File: src/sv/alm_pkg.sv
// Shared types and constants for the level meter tracker.
// No dependencies; compiled first.
package alm_pkg;

  localparam int COEF_W     = 16;
  localparam int HOLD_W     = 20;
  localparam int CFG_DATA_W = 20;
  localparam int TEMPO_W    = 13;
  localparam int TIME_W     = 16;
  localparam int TIMER_W    = 20;

  localparam logic [COEF_W-1:0]  COEF_RESET  = 16'd9830;
  localparam logic [HOLD_W-1:0]  HOLD_RESET  = 20'd500000;
  localparam logic [TEMPO_W-1:0] TEMPO_RESET = 13'd1920;
  localparam logic [TEMPO_W-1:0] TEMPO_LOW   = 13'd480;
  localparam logic [TEMPO_W-1:0] TEMPO_HIGH  = 13'd4800;

  // Q0.16 decay factors: 0.9, 0.85, 0.95
  localparam logic [COEF_W-1:0] K_HIT   = 16'd58982;
  localparam logic [COEF_W-1:0] K_PULSE = 16'd55706;
  localparam logic [COEF_W-1:0] K_PEAK  = 16'd62259;

  typedef enum logic [0:0] {
    REG_COEF = 1'b0,
    REG_HOLD = 1'b1
  } cfg_reg_t;

  // Command to the serial multiplier
  typedef struct packed {
    logic              start;
    logic [COEF_W-1:0] coef;
  } smul_cmd_t;

endpackage

File: src/sv/alm_in_if.sv
// Input channel of the level meter tracker: one analysis frame per word.
// Depends on alm_pkg.
interface alm_in_if #(parameter int LEVEL_BITS = 16) ();
  import alm_pkg::*;

  logic                    valid;
  logic                    ready;
  logic [LEVEL_BITS-1:0]   energy_in;
  logic [LEVEL_BITS-1:0]   bass_in;
  logic [LEVEL_BITS-1:0]   mid_in;
  logic [LEVEL_BITS-1:0]   treble_in;
  logic [LEVEL_BITS-1:0]   phase_in;
  logic [LEVEL_BITS-1:0]   hit_in;
  logic [TEMPO_W-1:0]      tempo_in;
  logic [TIME_W-1:0]       frame_time_us;

  modport source (output valid, energy_in, bass_in, mid_in, treble_in, phase_in, hit_in,
                  tempo_in, frame_time_us, input ready);
  modport sink (input valid, energy_in, bass_in, mid_in, treble_in, phase_in, hit_in,
                tempo_in, frame_time_us, output ready);
endinterface

File: src/sv/alm_out_if.sv
// Output channel of the level meter tracker: one set of levels per word.
// Depends on alm_pkg.
interface alm_out_if #(parameter int LEVEL_BITS = 16) ();
  import alm_pkg::*;

  logic                    valid;
  logic                    ready;
  logic [LEVEL_BITS-1:0]   energy_level;
  logic [LEVEL_BITS-1:0]   bass_level;
  logic [LEVEL_BITS-1:0]   mid_level;
  logic [LEVEL_BITS-1:0]   treble_level;
  logic [TEMPO_W-1:0]      tempo_level;
  logic [LEVEL_BITS-1:0]   hit_level;
  logic [LEVEL_BITS-1:0]   pulse_level;
  logic [1:0]              rim_style;
  logic [LEVEL_BITS-1:0]   meter_level;
  logic [LEVEL_BITS-1:0]   peak_level;
  logic [2:0]              anim_frame;

  modport source (output valid, energy_level, bass_level, mid_level, treble_level,
                  tempo_level, hit_level, pulse_level, rim_style, meter_level,
                  peak_level, anim_frame, input ready);
  modport sink (input valid, energy_level, bass_level, mid_level, treble_level,
                tempo_level, hit_level, pulse_level, rim_style, meter_level,
                peak_level, anim_frame, output ready);
endinterface

File: src/sv/alm_smul.sv
// Bit-serial multiplier: prod = floor(a * coef / 2^16), one coefficient bit per cycle.
// Depends on alm_pkg.
module alm_smul #(
  parameter int AW = 16
) (
  input  logic               clk,
  input  logic               rst,
  input  alm_pkg::smul_cmd_t cmd,
  input  logic [AW-1:0]      a,
  output logic [AW-1:0]      prod,
  output logic               done
);
  import alm_pkg::*;

  localparam int CW    = COEF_W;
  localparam int CNT_W = $clog2(CW);

  logic [AW-1:0]    a_reg;
  logic [AW-1:0]    hi;
  logic [CW-1:0]    bsh;
  logic [CNT_W-1:0] cnt;
  logic             run;
  logic [AW:0]      sum;

  // Add the multiplicand when the current coefficient bit is set
  assign sum  = {1'b0, hi} + (bsh[0] ? {1'b0, a_reg} : '0);
  assign prod = hi;

  // Shift-add loop; low product bits fall off the right end
  always_ff @(posedge clk) begin
    if (rst) begin
      run  <= 1'b0;
      done <= 1'b0;
    end else begin
      done <= 1'b0;
      if (cmd.start) begin
        a_reg <= a;
        hi    <= '0;
        bsh   <= cmd.coef;
        cnt   <= '0;
        run   <= 1'b1;
      end else if (run) begin
        hi  <= sum[AW:1];
        bsh <= bsh >> 1;
        cnt <= cnt + 1'b1;
        if (cnt == CNT_W'(CW - 1)) begin
          run  <= 1'b0;
          done <= 1'b1;
        end
      end
    end
  end

endmodule

File: src/sv/audio_level_meter_tracker.sv
// Level meter tracker top level: smoothers, hit/pulse decay, peak hold meter.
// Depends on alm_pkg, alm_in_if, alm_out_if and alm_smul.
//
//   channel    dir   handshake        word
//   in_ch      in    valid / ready    one analysis frame
//   out_ch     out   valid / ready    smoothed levels, rim style, animation frame
//   cfg        in    cfg_we           register write (index, data)
//
// A frame runs from accept to the next accept in this order: it is taken, a
// serial divide forms the tempo coefficient, 9 products go through the one
// shared bit-serial multiplier, and the output register is loaded.
// rst is synchronous; it restores register defaults, clears the levels and
// sets the tempo level to 120 bpm.
// A frame is taken while a finished word still waits on out_ch; the next
// word is held back until out_ch takes the earlier one.
module audio_level_meter_tracker #(
  parameter int LEVEL_BITS = 16
) (
  input  logic                              clk,
  input  logic                              rst,
  input  logic                              cfg_we,
  input  alm_pkg::cfg_reg_t                 cfg_index,
  input  logic [alm_pkg::CFG_DATA_W-1:0]    cfg_data,
  alm_in_if.sink                            in_ch,
  alm_out_if.source                         out_ch
);
  import alm_pkg::*;

  localparam int W         = LEVEL_BITS;
  localparam int MW        = (W > TEMPO_W) ? W : TEMPO_W;
  localparam int DIV_STEPS = COEF_W + 2;
  localparam int DIV_CNT_W = $clog2(DIV_STEPS);
  localparam int TS_W      = TIMER_W + 1;
  localparam longint SCALE  = longint'(1) << W;
  // Smallest pulse reaching each rim style
  localparam longint STY_T1 = (10 * SCALE + 38) / 39;
  localparam longint STY_T2 = (20 * SCALE + 38) / 39;
  localparam longint STY_T3 = (30 * SCALE + 38) / 39;

  typedef enum logic [2:0] {S_IDLE, S_DIV, S_LOAD, S_WAIT, S_DONE} state_t;
  typedef enum logic [3:0] {
    OP_ENERGY, OP_BASS, OP_MID, OP_TREBLE, OP_TEMPO,
    OP_HIT, OP_PULSE, OP_METER, OP_PEAK
  } op_t;

  state_t state;
  op_t    op;

  logic [COEF_W-1:0]  coef_reg;
  logic [HOLD_W-1:0]  hold_limit;

  logic [W-1:0]       energy_acc, bass_acc, mid_acc, treble_acc;
  logic [TEMPO_W-1:0] tempo_acc;
  logic [W-1:0]       hit_acc, pulse_acc, meter_acc, peak_acc;
  logic [TIMER_W-1:0] hold_timer;

  logic [W-1:0]       x_energy, x_bass, x_mid, x_treble;
  logic [TEMPO_W-1:0] x_tempo;
  logic [2:0]         anim_frame_reg;
  logic               new_hit, peak_decay, tempo_ok;

  logic [DIV_STEPS-1:0] dsh;
  logic [3:0]           rem;
  logic [COEF_W-1:0]    k_tempo;
  logic [DIV_CNT_W-1:0] div_cnt;
  logic [4:0]           rem5;
  logic                 rem_ge;
  logic [DIV_STEPS-1:0] k3;

  logic [COEF_W:0]    km_sum;
  logic [COEF_W-1:0]  k_meter;
  logic [TS_W-1:0]    t_sum;
  logic [TIMER_W-1:0] t_sat;

  logic [MW-1:0]      op_cur, op_tgt, op_diff, op_new, mul_a, mul_prod;
  logic [COEF_W-1:0]  op_coef;
  logic               op_glide, op_up, up;
  logic               mul_done;
  smul_cmd_t          mul_cmd;
  logic [1:0]         style;

  // Coefficients for tempo and meter
  assign k3      = {2'b00, coef_reg} + {1'b0, coef_reg, 1'b0};
  assign km_sum  = {1'b0, coef_reg} + {2'b00, coef_reg[COEF_W-1:1]};
  assign k_meter = km_sum[COEF_W] ? '1 : km_sum[COEF_W-1:0];

  // Restoring divide by ten, one quotient bit per cycle
  assign rem5   = {rem, dsh[DIV_STEPS-1]};
  assign rem_ge = (rem5 >= 5'd10);

  // Hold timer advance with saturation
  assign t_sum = {1'b0, hold_timer} + TS_W'(in_ch.frame_time_us);
  assign t_sat = t_sum[TIMER_W] ? '1 : t_sum[TIMER_W-1:0];

  // Select operands of the current product
  always_comb begin
    op_cur   = '0;
    op_tgt   = '0;
    op_coef  = '0;
    op_glide = 1'b0;
    unique case (op)
      OP_ENERGY: begin
        op_cur = MW'(energy_acc); op_tgt = MW'(x_energy); op_coef = coef_reg; op_glide = 1'b1;
      end
      OP_BASS: begin
        op_cur = MW'(bass_acc); op_tgt = MW'(x_bass); op_coef = coef_reg; op_glide = 1'b1;
      end
      OP_MID: begin
        op_cur = MW'(mid_acc); op_tgt = MW'(x_mid); op_coef = coef_reg; op_glide = 1'b1;
      end
      OP_TREBLE: begin
        op_cur = MW'(treble_acc); op_tgt = MW'(x_treble); op_coef = coef_reg; op_glide = 1'b1;
      end
      OP_TEMPO: begin
        op_cur = MW'(tempo_acc); op_tgt = MW'(x_tempo); op_coef = k_tempo; op_glide = 1'b1;
      end
      OP_HIT: begin
        op_cur = MW'(hit_acc); op_coef = K_HIT;
      end
      OP_PULSE: begin
        op_cur = MW'(pulse_acc); op_coef = K_PULSE;
      end
      OP_METER: begin
        op_cur = MW'(meter_acc); op_tgt = MW'(x_energy); op_coef = k_meter; op_glide = 1'b1;
      end
      OP_PEAK: begin
        op_cur = MW'(peak_acc); op_coef = K_PEAK;
      end
      default: begin
        op_cur = '0;
      end
    endcase
  end

  // Glide moves toward the target by the truncated product; decay takes it as is
  assign op_up   = (op_tgt >= op_cur);
  assign op_diff = op_up ? (op_tgt - op_cur) : (op_cur - op_tgt);
  assign mul_a   = op_glide ? op_diff : op_cur;
  assign op_new  = !op_glide ? mul_prod : (up ? (op_cur + mul_prod) : (op_cur - mul_prod));

  assign mul_cmd.start = (state == S_LOAD);
  assign mul_cmd.coef  = op_coef;

  alm_smul #(.AW(MW)) u_smul (
    .clk  (clk),
    .rst  (rst),
    .cmd  (mul_cmd),
    .a    (mul_a),
    .prod (mul_prod),
    .done (mul_done)
  );

  // Rim style from the final pulse
  always_comb begin
    priority if (pulse_acc >= STY_T3[W-1:0]) style = 2'd3;
    else if (pulse_acc >= STY_T2[W-1:0]) style = 2'd2;
    else if (pulse_acc >= STY_T1[W-1:0]) style = 2'd1;
    else style = 2'd0;
  end

  assign in_ch.ready = (state == S_IDLE);

  // Sequencer, levels and output register
  always_ff @(posedge clk) begin
    if (rst) begin
      state        <= S_IDLE;
      op           <= OP_ENERGY;
      coef_reg     <= COEF_RESET;
      hold_limit   <= HOLD_RESET;
      energy_acc   <= '0;
      bass_acc     <= '0;
      mid_acc      <= '0;
      treble_acc   <= '0;
      tempo_acc    <= TEMPO_RESET;
      hit_acc      <= '0;
      pulse_acc    <= '0;
      meter_acc    <= '0;
      peak_acc     <= '0;
      hold_timer   <= '0;
      out_ch.valid <= 1'b0;
    end else begin
      // Register writes
      if (cfg_we) begin
        unique case (cfg_index)
          REG_COEF: coef_reg   <= cfg_data[COEF_W-1:0];
          REG_HOLD: hold_limit <= cfg_data[HOLD_W-1:0];
          default:  coef_reg   <= coef_reg;
        endcase
      end

      // Drop the output word once taken, unless a new one loads now
      if (out_ch.valid && out_ch.ready && state != S_DONE) begin
        out_ch.valid <= 1'b0;
      end

      unique case (state)
        S_IDLE: begin
          if (in_ch.valid) begin
            x_energy       <= in_ch.energy_in;
            x_bass         <= in_ch.bass_in;
            x_mid          <= in_ch.mid_in;
            x_treble       <= in_ch.treble_in;
            x_tempo        <= in_ch.tempo_in;
            anim_frame_reg <= in_ch.phase_in[W-1 -: 3];
            tempo_ok       <= (in_ch.tempo_in > TEMPO_LOW) && (in_ch.tempo_in < TEMPO_HIGH);
            // Stronger hit: jump both hit and pulse
            if (in_ch.hit_in > hit_acc) begin
              new_hit   <= 1'b1;
              hit_acc   <= in_ch.hit_in;
              pulse_acc <= in_ch.hit_in;
            end else begin
              new_hit <= 1'b0;
            end
            // New maximum: take the peak and restart the hold timer
            if (in_ch.energy_in > peak_acc) begin
              peak_acc   <= in_ch.energy_in;
              hold_timer <= '0;
              peak_decay <= 1'b0;
            end else begin
              hold_timer <= t_sat;
              peak_decay <= (t_sat > hold_limit);
            end
            dsh     <= k3;
            rem     <= '0;
            div_cnt <= '0;
            state   <= S_DIV;
          end
        end
        S_DIV: begin
          rem     <= rem_ge ? 4'(rem5 - 5'd10) : rem5[3:0];
          k_tempo <= {k_tempo[COEF_W-2:0], rem_ge};
          dsh     <= {dsh[DIV_STEPS-2:0], 1'b0};
          div_cnt <= div_cnt + 1'b1;
          if (div_cnt == DIV_CNT_W'(DIV_STEPS - 1)) begin
            op    <= OP_ENERGY;
            state <= S_LOAD;
          end
        end
        S_LOAD: begin
          up    <= op_up;
          state <= S_WAIT;
        end
        S_WAIT: begin
          if (mul_done) begin
            unique case (op)
              OP_ENERGY: energy_acc <= op_new[W-1:0];
              OP_BASS:   bass_acc   <= op_new[W-1:0];
              OP_MID:    mid_acc    <= op_new[W-1:0];
              OP_TREBLE: treble_acc <= op_new[W-1:0];
              OP_TEMPO:  if (tempo_ok) tempo_acc <= op_new[TEMPO_W-1:0];
              OP_HIT:    if (!new_hit) hit_acc <= op_new[W-1:0];
              OP_PULSE:  if (!new_hit) pulse_acc <= op_new[W-1:0];
              OP_METER:  meter_acc <= op_new[W-1:0];
              OP_PEAK:   if (peak_decay) peak_acc <= op_new[W-1:0];
              default:   meter_acc <= meter_acc;
            endcase
            if (op == OP_PEAK) begin
              state <= S_DONE;
            end else begin
              op    <= op_t'(op + 4'd1);
              state <= S_LOAD;
            end
          end
        end
        S_DONE: begin
          // Load the word once the output register is free
          if (!out_ch.valid || out_ch.ready) begin
            out_ch.energy_level <= energy_acc;
            out_ch.bass_level   <= bass_acc;
            out_ch.mid_level    <= mid_acc;
            out_ch.treble_level <= treble_acc;
            out_ch.tempo_level  <= tempo_acc;
            out_ch.hit_level    <= hit_acc;
            out_ch.pulse_level  <= pulse_acc;
            out_ch.rim_style    <= style;
            out_ch.meter_level  <= meter_acc;
            out_ch.peak_level   <= peak_acc;
            out_ch.anim_frame   <= anim_frame_reg;
            out_ch.valid        <= 1'b1;
            state               <= S_IDLE;
          end
        end
        default: state <= S_IDLE;
      endcase
    end
  end

endmodule

File: src/flat_wrapper.sv
// flat-port wrapper written by rule: the top's interface ports become plain ports
module audio_level_meter_tracker_flat import alm_pkg::*;
#(
  parameter int LEVEL_BITS = 16
)
  (clk, rst, cfg_we, cfg_index, cfg_data, in_ch_valid, in_ch_energy_in, in_ch_bass_in, in_ch_mid_in, in_ch_treble_in, in_ch_phase_in, in_ch_hit_in, in_ch_tempo_in, in_ch_frame_time_us, in_ch_ready, out_ch_valid, out_ch_energy_level, out_ch_bass_level, out_ch_mid_level, out_ch_treble_level, out_ch_tempo_level, out_ch_hit_level, out_ch_pulse_level, out_ch_rim_style, out_ch_meter_level, out_ch_peak_level, out_ch_anim_frame, out_ch_ready);
  alm_in_if #(.LEVEL_BITS(LEVEL_BITS)) in_ch_i ();
  alm_out_if #(.LEVEL_BITS(LEVEL_BITS)) out_ch_i ();
  input  logic clk;
  input  logic rst;
  input  logic cfg_we;
  input  alm_pkg::cfg_reg_t cfg_index;
  input  logic [alm_pkg::CFG_DATA_W-1:0] cfg_data;
  input wire logic [$bits(in_ch_i.valid)-1:0] in_ch_valid;
  input wire logic [$bits(in_ch_i.energy_in)-1:0] in_ch_energy_in;
  input wire logic [$bits(in_ch_i.bass_in)-1:0] in_ch_bass_in;
  input wire logic [$bits(in_ch_i.mid_in)-1:0] in_ch_mid_in;
  input wire logic [$bits(in_ch_i.treble_in)-1:0] in_ch_treble_in;
  input wire logic [$bits(in_ch_i.phase_in)-1:0] in_ch_phase_in;
  input wire logic [$bits(in_ch_i.hit_in)-1:0] in_ch_hit_in;
  input wire logic [$bits(in_ch_i.tempo_in)-1:0] in_ch_tempo_in;
  input wire logic [$bits(in_ch_i.frame_time_us)-1:0] in_ch_frame_time_us;
  output wire logic [$bits(in_ch_i.ready)-1:0] in_ch_ready;
  output wire logic [$bits(out_ch_i.valid)-1:0] out_ch_valid;
  output wire logic [$bits(out_ch_i.energy_level)-1:0] out_ch_energy_level;
  output wire logic [$bits(out_ch_i.bass_level)-1:0] out_ch_bass_level;
  output wire logic [$bits(out_ch_i.mid_level)-1:0] out_ch_mid_level;
  output wire logic [$bits(out_ch_i.treble_level)-1:0] out_ch_treble_level;
  output wire logic [$bits(out_ch_i.tempo_level)-1:0] out_ch_tempo_level;
  output wire logic [$bits(out_ch_i.hit_level)-1:0] out_ch_hit_level;
  output wire logic [$bits(out_ch_i.pulse_level)-1:0] out_ch_pulse_level;
  output wire logic [$bits(out_ch_i.rim_style)-1:0] out_ch_rim_style;
  output wire logic [$bits(out_ch_i.meter_level)-1:0] out_ch_meter_level;
  output wire logic [$bits(out_ch_i.peak_level)-1:0] out_ch_peak_level;
  output wire logic [$bits(out_ch_i.anim_frame)-1:0] out_ch_anim_frame;
  input wire logic [$bits(out_ch_i.ready)-1:0] out_ch_ready;
  assign in_ch_i.valid = in_ch_valid;
  assign in_ch_i.energy_in = in_ch_energy_in;
  assign in_ch_i.bass_in = in_ch_bass_in;
  assign in_ch_i.mid_in = in_ch_mid_in;
  assign in_ch_i.treble_in = in_ch_treble_in;
  assign in_ch_i.phase_in = in_ch_phase_in;
  assign in_ch_i.hit_in = in_ch_hit_in;
  assign in_ch_i.tempo_in = in_ch_tempo_in;
  assign in_ch_i.frame_time_us = in_ch_frame_time_us;
  assign in_ch_ready = in_ch_i.ready;
  assign out_ch_valid = out_ch_i.valid;
  assign out_ch_energy_level = out_ch_i.energy_level;
  assign out_ch_bass_level = out_ch_i.bass_level;
  assign out_ch_mid_level = out_ch_i.mid_level;
  assign out_ch_treble_level = out_ch_i.treble_level;
  assign out_ch_tempo_level = out_ch_i.tempo_level;
  assign out_ch_hit_level = out_ch_i.hit_level;
  assign out_ch_pulse_level = out_ch_i.pulse_level;
  assign out_ch_rim_style = out_ch_i.rim_style;
  assign out_ch_meter_level = out_ch_i.meter_level;
  assign out_ch_peak_level = out_ch_i.peak_level;
  assign out_ch_anim_frame = out_ch_i.anim_frame;
  assign out_ch_i.ready = out_ch_ready;
  audio_level_meter_tracker #(.LEVEL_BITS(LEVEL_BITS)) u_core (.clk(clk), .rst(rst), .cfg_we(cfg_we), .cfg_index(cfg_index), .cfg_data(cfg_data), .in_ch(in_ch_i), .out_ch(out_ch_i));
endmodule
File: config.mk
export PLATFORM = sky130hd
export DESIGN_NAME = audio_level_meter_tracker_flat
export DESIGN_NICKNAME = d
export VERILOG_FILES = /design/src/sv/alm_pkg.sv /design/src/sv/alm_in_if.sv /design/src/sv/alm_out_if.sv /design/src/sv/alm_smul.sv /design/src/sv/audio_level_meter_tracker.sv /design/src/flat_wrapper.sv
export SDC_FILE = /design/constraint.sdc
export NUM_CORES = 1
export LEC_CHECK = 0
export BUFFER_PORTS_ARGS = -buffer_cell sky130_fd_sc_hd__buf_2
export CORE_MARGIN = 3
export CORE_UTILIZATION = 53
export CTS_CLUSTER_SIZE = 30
export DETAILED_ROUTE_END_ITERATION = 7
export PLACE_DENSITY = 0.76
export SYNTH_ARGS = -nofsm -noshare
export SYNTH_HDL_FRONTEND = slang
export SYNTH_SLANG_ARGS = --single-unit
File: constraint.sdc
create_clock -name clk -period 7.4 [get_ports clk]
set_input_delay 0.37 -clock clk [delete_from_list [all_inputs] [get_ports clk]]
set_output_delay 0.37 -clock clk [all_outputs]
set_load 0.01 [all_outputs]
==> results of run 1 <==
## final cells by class
class	count	area [um^2]
Fill cell	3851	17700
Sequential cell	532	13900
Multi-Input combinational cell	1786	11700
Timing Repair Buffer	412	2610
Clock buffer	69	1520
Tap cell	664	831
Clock inverter	34	477
Inverter	126	473
Antenna cell	1	2.50
## layout by cell type (no fill, tap or decap), types with 30 or more instances in the layout
cell / count
buf_4: 42
nand3_1: 53
nand4_1: 32
nor2_1: 241
xor2_1: 31
a21oi_1: 179
mux2i_1: 52
dfxtp_1: 207
and2_1: 38
edfxtp_1: 325
o211ai_1: 32
a22oi_1: 30
o21ai_0: 96
nor3_1: 47
buf_2: 284
ha_1: 155
a21o_1: 43
clkbuf_16: 56
dlygate4sd3_1: 85
a22o_1: 34
xnor2_1: 41
a211oi_1: 80
inv_1: 126
nand2_1: 275
## critical path: stages, from the launching register on
cell and delay (ns):
dfxtp_1 0.36, inv_1 0.10, ha_1 0.66, and2_0 0.60, buf_4 0.29, nand2b_1 0.61, nand2_1 0.12, and4_1 0.27
ha_1 0.24, fa_1 0.42, nor2b_1 0.21, o2111ai_1 0.16, and4b_1 0.29, o21ai_2 0.18, nand2_2 0.17, inv_1 0.44
a32o_1 0.31, o21ai_0 0.13, nor3b_1 0.49, buf_4 0.20
## per-stage QoR
step / setup WS (ns) / instance area [um^2]
2_1_floorplan: 1.76 / 26500
3_5_place_dp: 1.21 / 28600
4_1_cts: 1.14 / 31500
3_3_place_gp: 1.13 / 28600
5_1_grt: 0.776 / 31500
6_report: 1.01 / 31500
## per-layer routing
layer / wire [um] / GRT usage, % / vias to the layer above
li1: - / - / 10200
met3: 9040 / 6.91 / 272
met1: 35300 / 44.3 / 11000
met4: 4860 / 16.3 / 0
met5: 0 / 0 / -
met2: 39800 / 50.6 / 1297
## power by group through the flow
stage / Combinational, mW / Sequential, mW / Clock, mW
detailed placement: 1.86 / 3.81 / 0
global placement: 1.80 / 3.80 / 0
global route: 2.13 / 3.78 / 3.17
finish: 1.95 / 3.77 / 3.03
floorplan: 1.31 / 3.70 / 0
CTS: 1.92 / 3.75 / 3.03
## timing repair
| item | in CTS | in global routing |
|---|---|---|
| gates resized for setup | 0 | 0 |
| endpoints found under the setup margin | 0 | 0 |
| endpoints found under the hold margin | 85 | 0 |
| hold buffers | 85 | 0 |
## cells by family after synthesis
group / Yosys count
buffers and inverters: 264
adder cells (fa/ha/maj): 161
multiplexers: 60
XOR/XNOR: 72
AO/OA/AOI/OAI: 689
AND/OR/NAND/NOR: 804
flip-flops: 532
## how the worst max path moves through the flow
| stage | cells past startpoint | end | from | slack [ns] |
|---|---|---|---|---|
| 2_1_floorplan | 9 | u_core.hold_timer[7] | u_core.state[2] | 1.76 |
| 3_3_place_gp | 19 | u_core.u_smul.a_reg[15] | u_core.op[0] | 1.13 |
| 3_5_place_dp | 19 | u_core.u_smul.a_reg[15] | u_core.op[0] | 1.21 |
| 4_1_cts | 19 | u_core.u_smul.a_reg[15] | u_core.op[0] | 1.14 |
| 5_1_grt | 19 | u_core.u_smul.a_reg[15] | u_core.op[0] | 0.78 |
| 6_report | 19 | u_core.u_smul.a_reg[15] | u_core.op[0] | 1.01 |
==> impl_metrics.tcl, run 1 <==
set metrics [dict create \
    status "completed" \
    total_power_mw 8.75 \
    hold_class "primary input to register" \
    grt_pass1_wl_um 133000 \
    clkTransAtPathRegs_ns 0.06 \
    num-nets-final 3225 \
    p_seq_share_pct 43.0 \
    r2r_end "u_core.u_smul.a_reg[15]" \
    synth_area_leaders "edfxtp_1, dfxtp_1, ha_1, nand2_1, nor2_1" \
    synth_adder_area_share_pct 7.76 \
    hold_end "u_core.hold_limit[17]" \
    max_freq_ghz 0.157 \
    setup_tns_ns 0 \
    rows 81 \
    drv_slew 0 \
    ys.flop_type "edfxtp_1" \
    start_util_pct 54.0 \
    cts_tree "yes" \
    areaGrowthSynthToFinish_pct 18.7 \
    max-slew-margin-rel_pct 9.57 \
    p_switching_mw 2.75 \
    coreArea_um2 49200 \
    synth_area_um2 26500 \
    synth_common_cells "edfxtp_1, nand2_1, nor2_1" \
    postCtsSetupRepairBufs 0 \
    synthXorXnorAreaFrac_pct 2.38 \
    worstPathRequired_ns 7.88 \
    synth_top_family_by_area "compound AO/OA/AOI/OAI gates" \
    cp.arrival_ns 6.87 \
    r2r_slack_ns 1.01 \
    synthesis.nets 2894 \
    largestRegisters "u_core.hold_limit: 20 flops, u_core.hold_timer: 20 flops, u_core.dsh: 18 flops" \
    io_buffers 285 \
    grt_antenna_before_repair 1 \
    cts_buffers 55 \
    grt-ovfl-total 0 \
    worst_hold_slack_ns 0.0179 \
    hold_depth 3 \
    wl_per_cell_um 24.6 \
    grtUsageTotal_pct 32.9 \
    reg2reg_from "u_core.op[0]" \
    p_int_mw 6.00 \
    sw_frac_of_total_pct 31.4 \
    path_class "register to register" \
    clk_path_buf_depth 3 \
    die_w_um 230 \
    drtIter0Drc 2696 \
    dp.cells 3435 \
    grt_max_degree 119 \
    period_share_pct 86.3 \
    synthSimpleGateAreaFrac_pct 13.8 \
    synth_compound_area_share_pct 17.5 \
    drive_above_1_share_pct 15.7 \
    reg2reg_depth 19 \
    synth_top_area_share_pct 36.8 \
    cts_root_buffer "clkbuf_16" \
    firstDrtPassIters 7 \
    h-tree-depth 2 \
    cp_max_fo 21 \
    yosysSeqAreaShare_pct 52.4 \
    power_frac_comb_pct 22.3 \
    viasPerCell 6.26 \
    startpoint_type "register" \
    dieArea_um2 52800 \
    netlist_instances 2582 \
    ir_worst_vdd_uv 197 \
    route.detailed.drc 0 \
    clkPwrFrac_pct 34.6 \
    num_vias 22700 \
    ios 299 \
    setup_viol 0 \
    fin_util_pct 64.1 \
    yosys_warnings 0 \
    cellPowerDensity_nw_per_um2 278 \
    min_period_ns 6.39 \
    hpwl_um 63300 \
    leakagePower_nw 12.6 \
    synth_cell_type_count 78 \
    avgSynthCellArea_um2 10.3 \
    grt_pass1_vias 22000 \
    fin_skew_ns 0.0562 \
    synth_most_common_cell "edfxtp_1" \
    yosysTopAreaCell "edfxtp_1" \
    clkSinkCount 532 \
    clock_latency_ns 0.65 \
    end_kind "register" \
    chipHeight_um 230 \
    place.gp.congestion 0.959 \
    tightest_slew_ns 1.36 \
    layout.cells.non_filler 3624 \
    synth_seq_cells 532 \
    hold_viol_final 0 \
    hold_path.startpoint "cfg_data[17]" \
    rsz0062_at_grt "no" \
    synthMuxAreaShare_pct 2.29 \
    ant_nets 0 \
    wl_um 89000 \
    ys_async_sr_fraction_pct 0 \
    maxCapViolCount 0 \
    synth_edf_count 325 \
]
No activity file was read; power rests on OpenSTA's default activity.
==> run 2: changes to the inputs <==
- BUFFER_PORTS_ARGS: -buffer_cell sky130_fd_sc_hd__buf_2 -> default
- CORE_UTILIZATION: 53 -> 58
- DONT_BUFFER_PORTS: default -> 1
==> run 2 against run 1 <==
  * Sequential share of layout area grew 2.2 points
  * Power shrank 2.3%
  * Global-route usage grew 1.5 points
  * Setup slack gained 0.19 ns
  * Clock skew shrank 0.022 ns
  * Via count shrank 5.9%
  * Cell area shrank 4.7%
  * Cell count shrank 9.6%
  * Sequential cell count is the same
  * Largest power group unchanged
==> impl_metrics.tcl, run 2 (synthesis results as in run 1) <==
set metrics [dict create \
    tightest_slew_ns 1.26 \
    clock_latency_ns 0.63 \
    startpoint_type "register" \
    largestRegisters "u_core.hold_limit: 20 flops, u_core.hold_timer: 20 flops, u_core.dsh: 18 flops" \
    end_kind "register" \
    route.detailed.drc 0 \
    num_vias 21400 \
    areaGrowthSynthToFinish_pct 13.1 \
    wl_um 84300 \
    max_freq_ghz 0.161 \
    crit_path_max_incr_delay_ns 0.74 \
    cts_buffers 53 \
    worst_hold_slack_ns 0.0167 \
    drive_above_1_share_pct 6.41 \
    firstDrtPassIters 8 \
    place.gp.congestion 0.962 \
    grtUsageTotal_pct 34.4 \
    coreArea_um2 44700 \
    setup_tns_ns 0 \
    cp_max_fo 17 \
    clkTransAtPathRegs_ns 0.07 \
    postCtsSetupRepairBufs 0 \
    ant_nets 0 \
    clkSinkCount 532 \
    clk_path_buf_depth 3 \
    start_util_pct 59.3 \
    viasPerCell 6.52 \
    grt-ovfl-total 0 \
    grt_pass1_vias 20300 \
    io_buffers 0 \
    cts_tree "yes" \
    die_w_um 220 \
    stdcell_area_um2 30000 \
    slowest_stage "a221oi_1" \
    maxCapViolCount 0 \
    fin_skew_ns 0.0342 \
    ios 299 \
    h-tree-depth 2 \
    cp.arrival_ns 6.67 \
    grt_antenna_before_repair 6 \
    rsz0062_at_grt "no" \
    grt_pass1_wl_um 125000 \
    cp_top_family "compound AO/OA/AOI/OAI gates" \
    max-slew-margin-rel_pct 15.7 \
    dieArea_um2 48300 \
    num-nets-final 2949 \
    worstPathRequired_ns 7.87 \
    drtIter0Drc 2772 \
    hpwl_um 59000 \
    leakagePower_nw 11.5 \
    layout_common_cells "edfxtp_1, nand2_1, nor2_1" \
    drv_slew 0 \
    min_period_ns 6.20 \
    chipHeight_um 220 \
    cts_root_buffer "clkbuf_16" \
    critPathBufInv 3 \
    grt_max_degree 145 \
    final_common_cell "edfxtp_1" \
    setup_viol 0 \
    wl_per_cell_um 25.7 \
    rows 77 \
    hold_class "primary input to register" \
    placed_area_um2 27100 \
    period_share_pct 83.8 \
    n_fill_cell 3403 \
    hold_viol_final 0 \
    ir_worst_vdd_uv 192 \
    status "completed" \
    path_class "register to register" \
    cp_cell_sequence "inv_1 > ha_1 > and2_0 > a22o_1 > a221oi_1 > nand2_1 > a221oi_1 > inv_1 > ha_1 > a211oi_1 > o21ai_0 > a22oi_1 > a2111oi_0 > or3_1 > a31oi_1 > buf_4 > a211o_1 > a21oi_1" \
    cts-resized-gates 0 \
    cellPowerDensity_nw_per_um2 285 \
]
-- run 2: cell types whose count changed in the layout (fill, tap and decap cells not counted), sizes merged --
cell,previous run,this run
buf,327,37
dlygate4sd3,85,101
clkbuf,69,58
clkinv,15,21
inv,127,132
clkinvlp,10,6
bufinv,8,9
-- run 2: through the flow --
stage	utilization (%)	instances	worst slack, ns	total power [mW]
global placement	60.6	3072	1.53	5.51
finish	67.1	3275	1.20	8.54
detailed placement	60.6	3072	1.56	5.59
global route	67.1	3275	0.826	8.89
CTS	67.1	3274	1.46	8.51
floorplan	-	2582	1.76	5.01
-- run 2: final timing paths --
kind	from	endpoint	slack [ns]	cells past startpoint
min	in_ch_tempo_in[12]	u_core.tempo_ok	0.02	1
max reg2reg	u_core.op[0]	u_core.pulse_acc[14]	1.20	18
max	u_core.op[0]	u_core.pulse_acc[14]	1.20	18
min reg2reg	u_core.anim_frame_reg[1]	u_core.out_ch.anim_frame[1]	0.42	0
-- run 2: what timing repair did --
action | 4_1_cts | 5_1_grt
endpoints found under the setup margin | 0 | 0
hold buffers | 102 | 0
endpoints found under the hold margin | 238 | 0
-- run 2: routing by layer --
layer | share of wire [%] | global-route usage [%] | wire (um) | up-vias
li1 | - | - | - | 9634
met1 | 39 | 46.5 | 33200 | 10300
met2 | 44 | 52.4 | 37300 | 1193
met5 | 0.0095 | 0 | 8 | -
met3 | 11 | 8.89 | 9550 | 226
met4 | 5.0 | 15.6 | 4190 | 2
-- run 2: cell type report --
class	instances	area, um^2	share of cell area, %
antenna	1	2.50	0.00834
clock buffer	58	1360	4.52
clock inverter	42	522	1.74
inverter	126	473	1.58
multi-input combinational	1786	11700	39.0
sequential	532	13900	46.3
tap	592	741	2.47
timing repair buffer	138	1310	4.36
-- run 2: report_power, final --
group          switching [mW]  total [mW]  internal [mW]  leakage (nW)
sequential              0.240        3.76           3.52          4.68
combinational            1.20        1.89          0.691          5.87
clock                    1.23        2.89           1.66         0.900
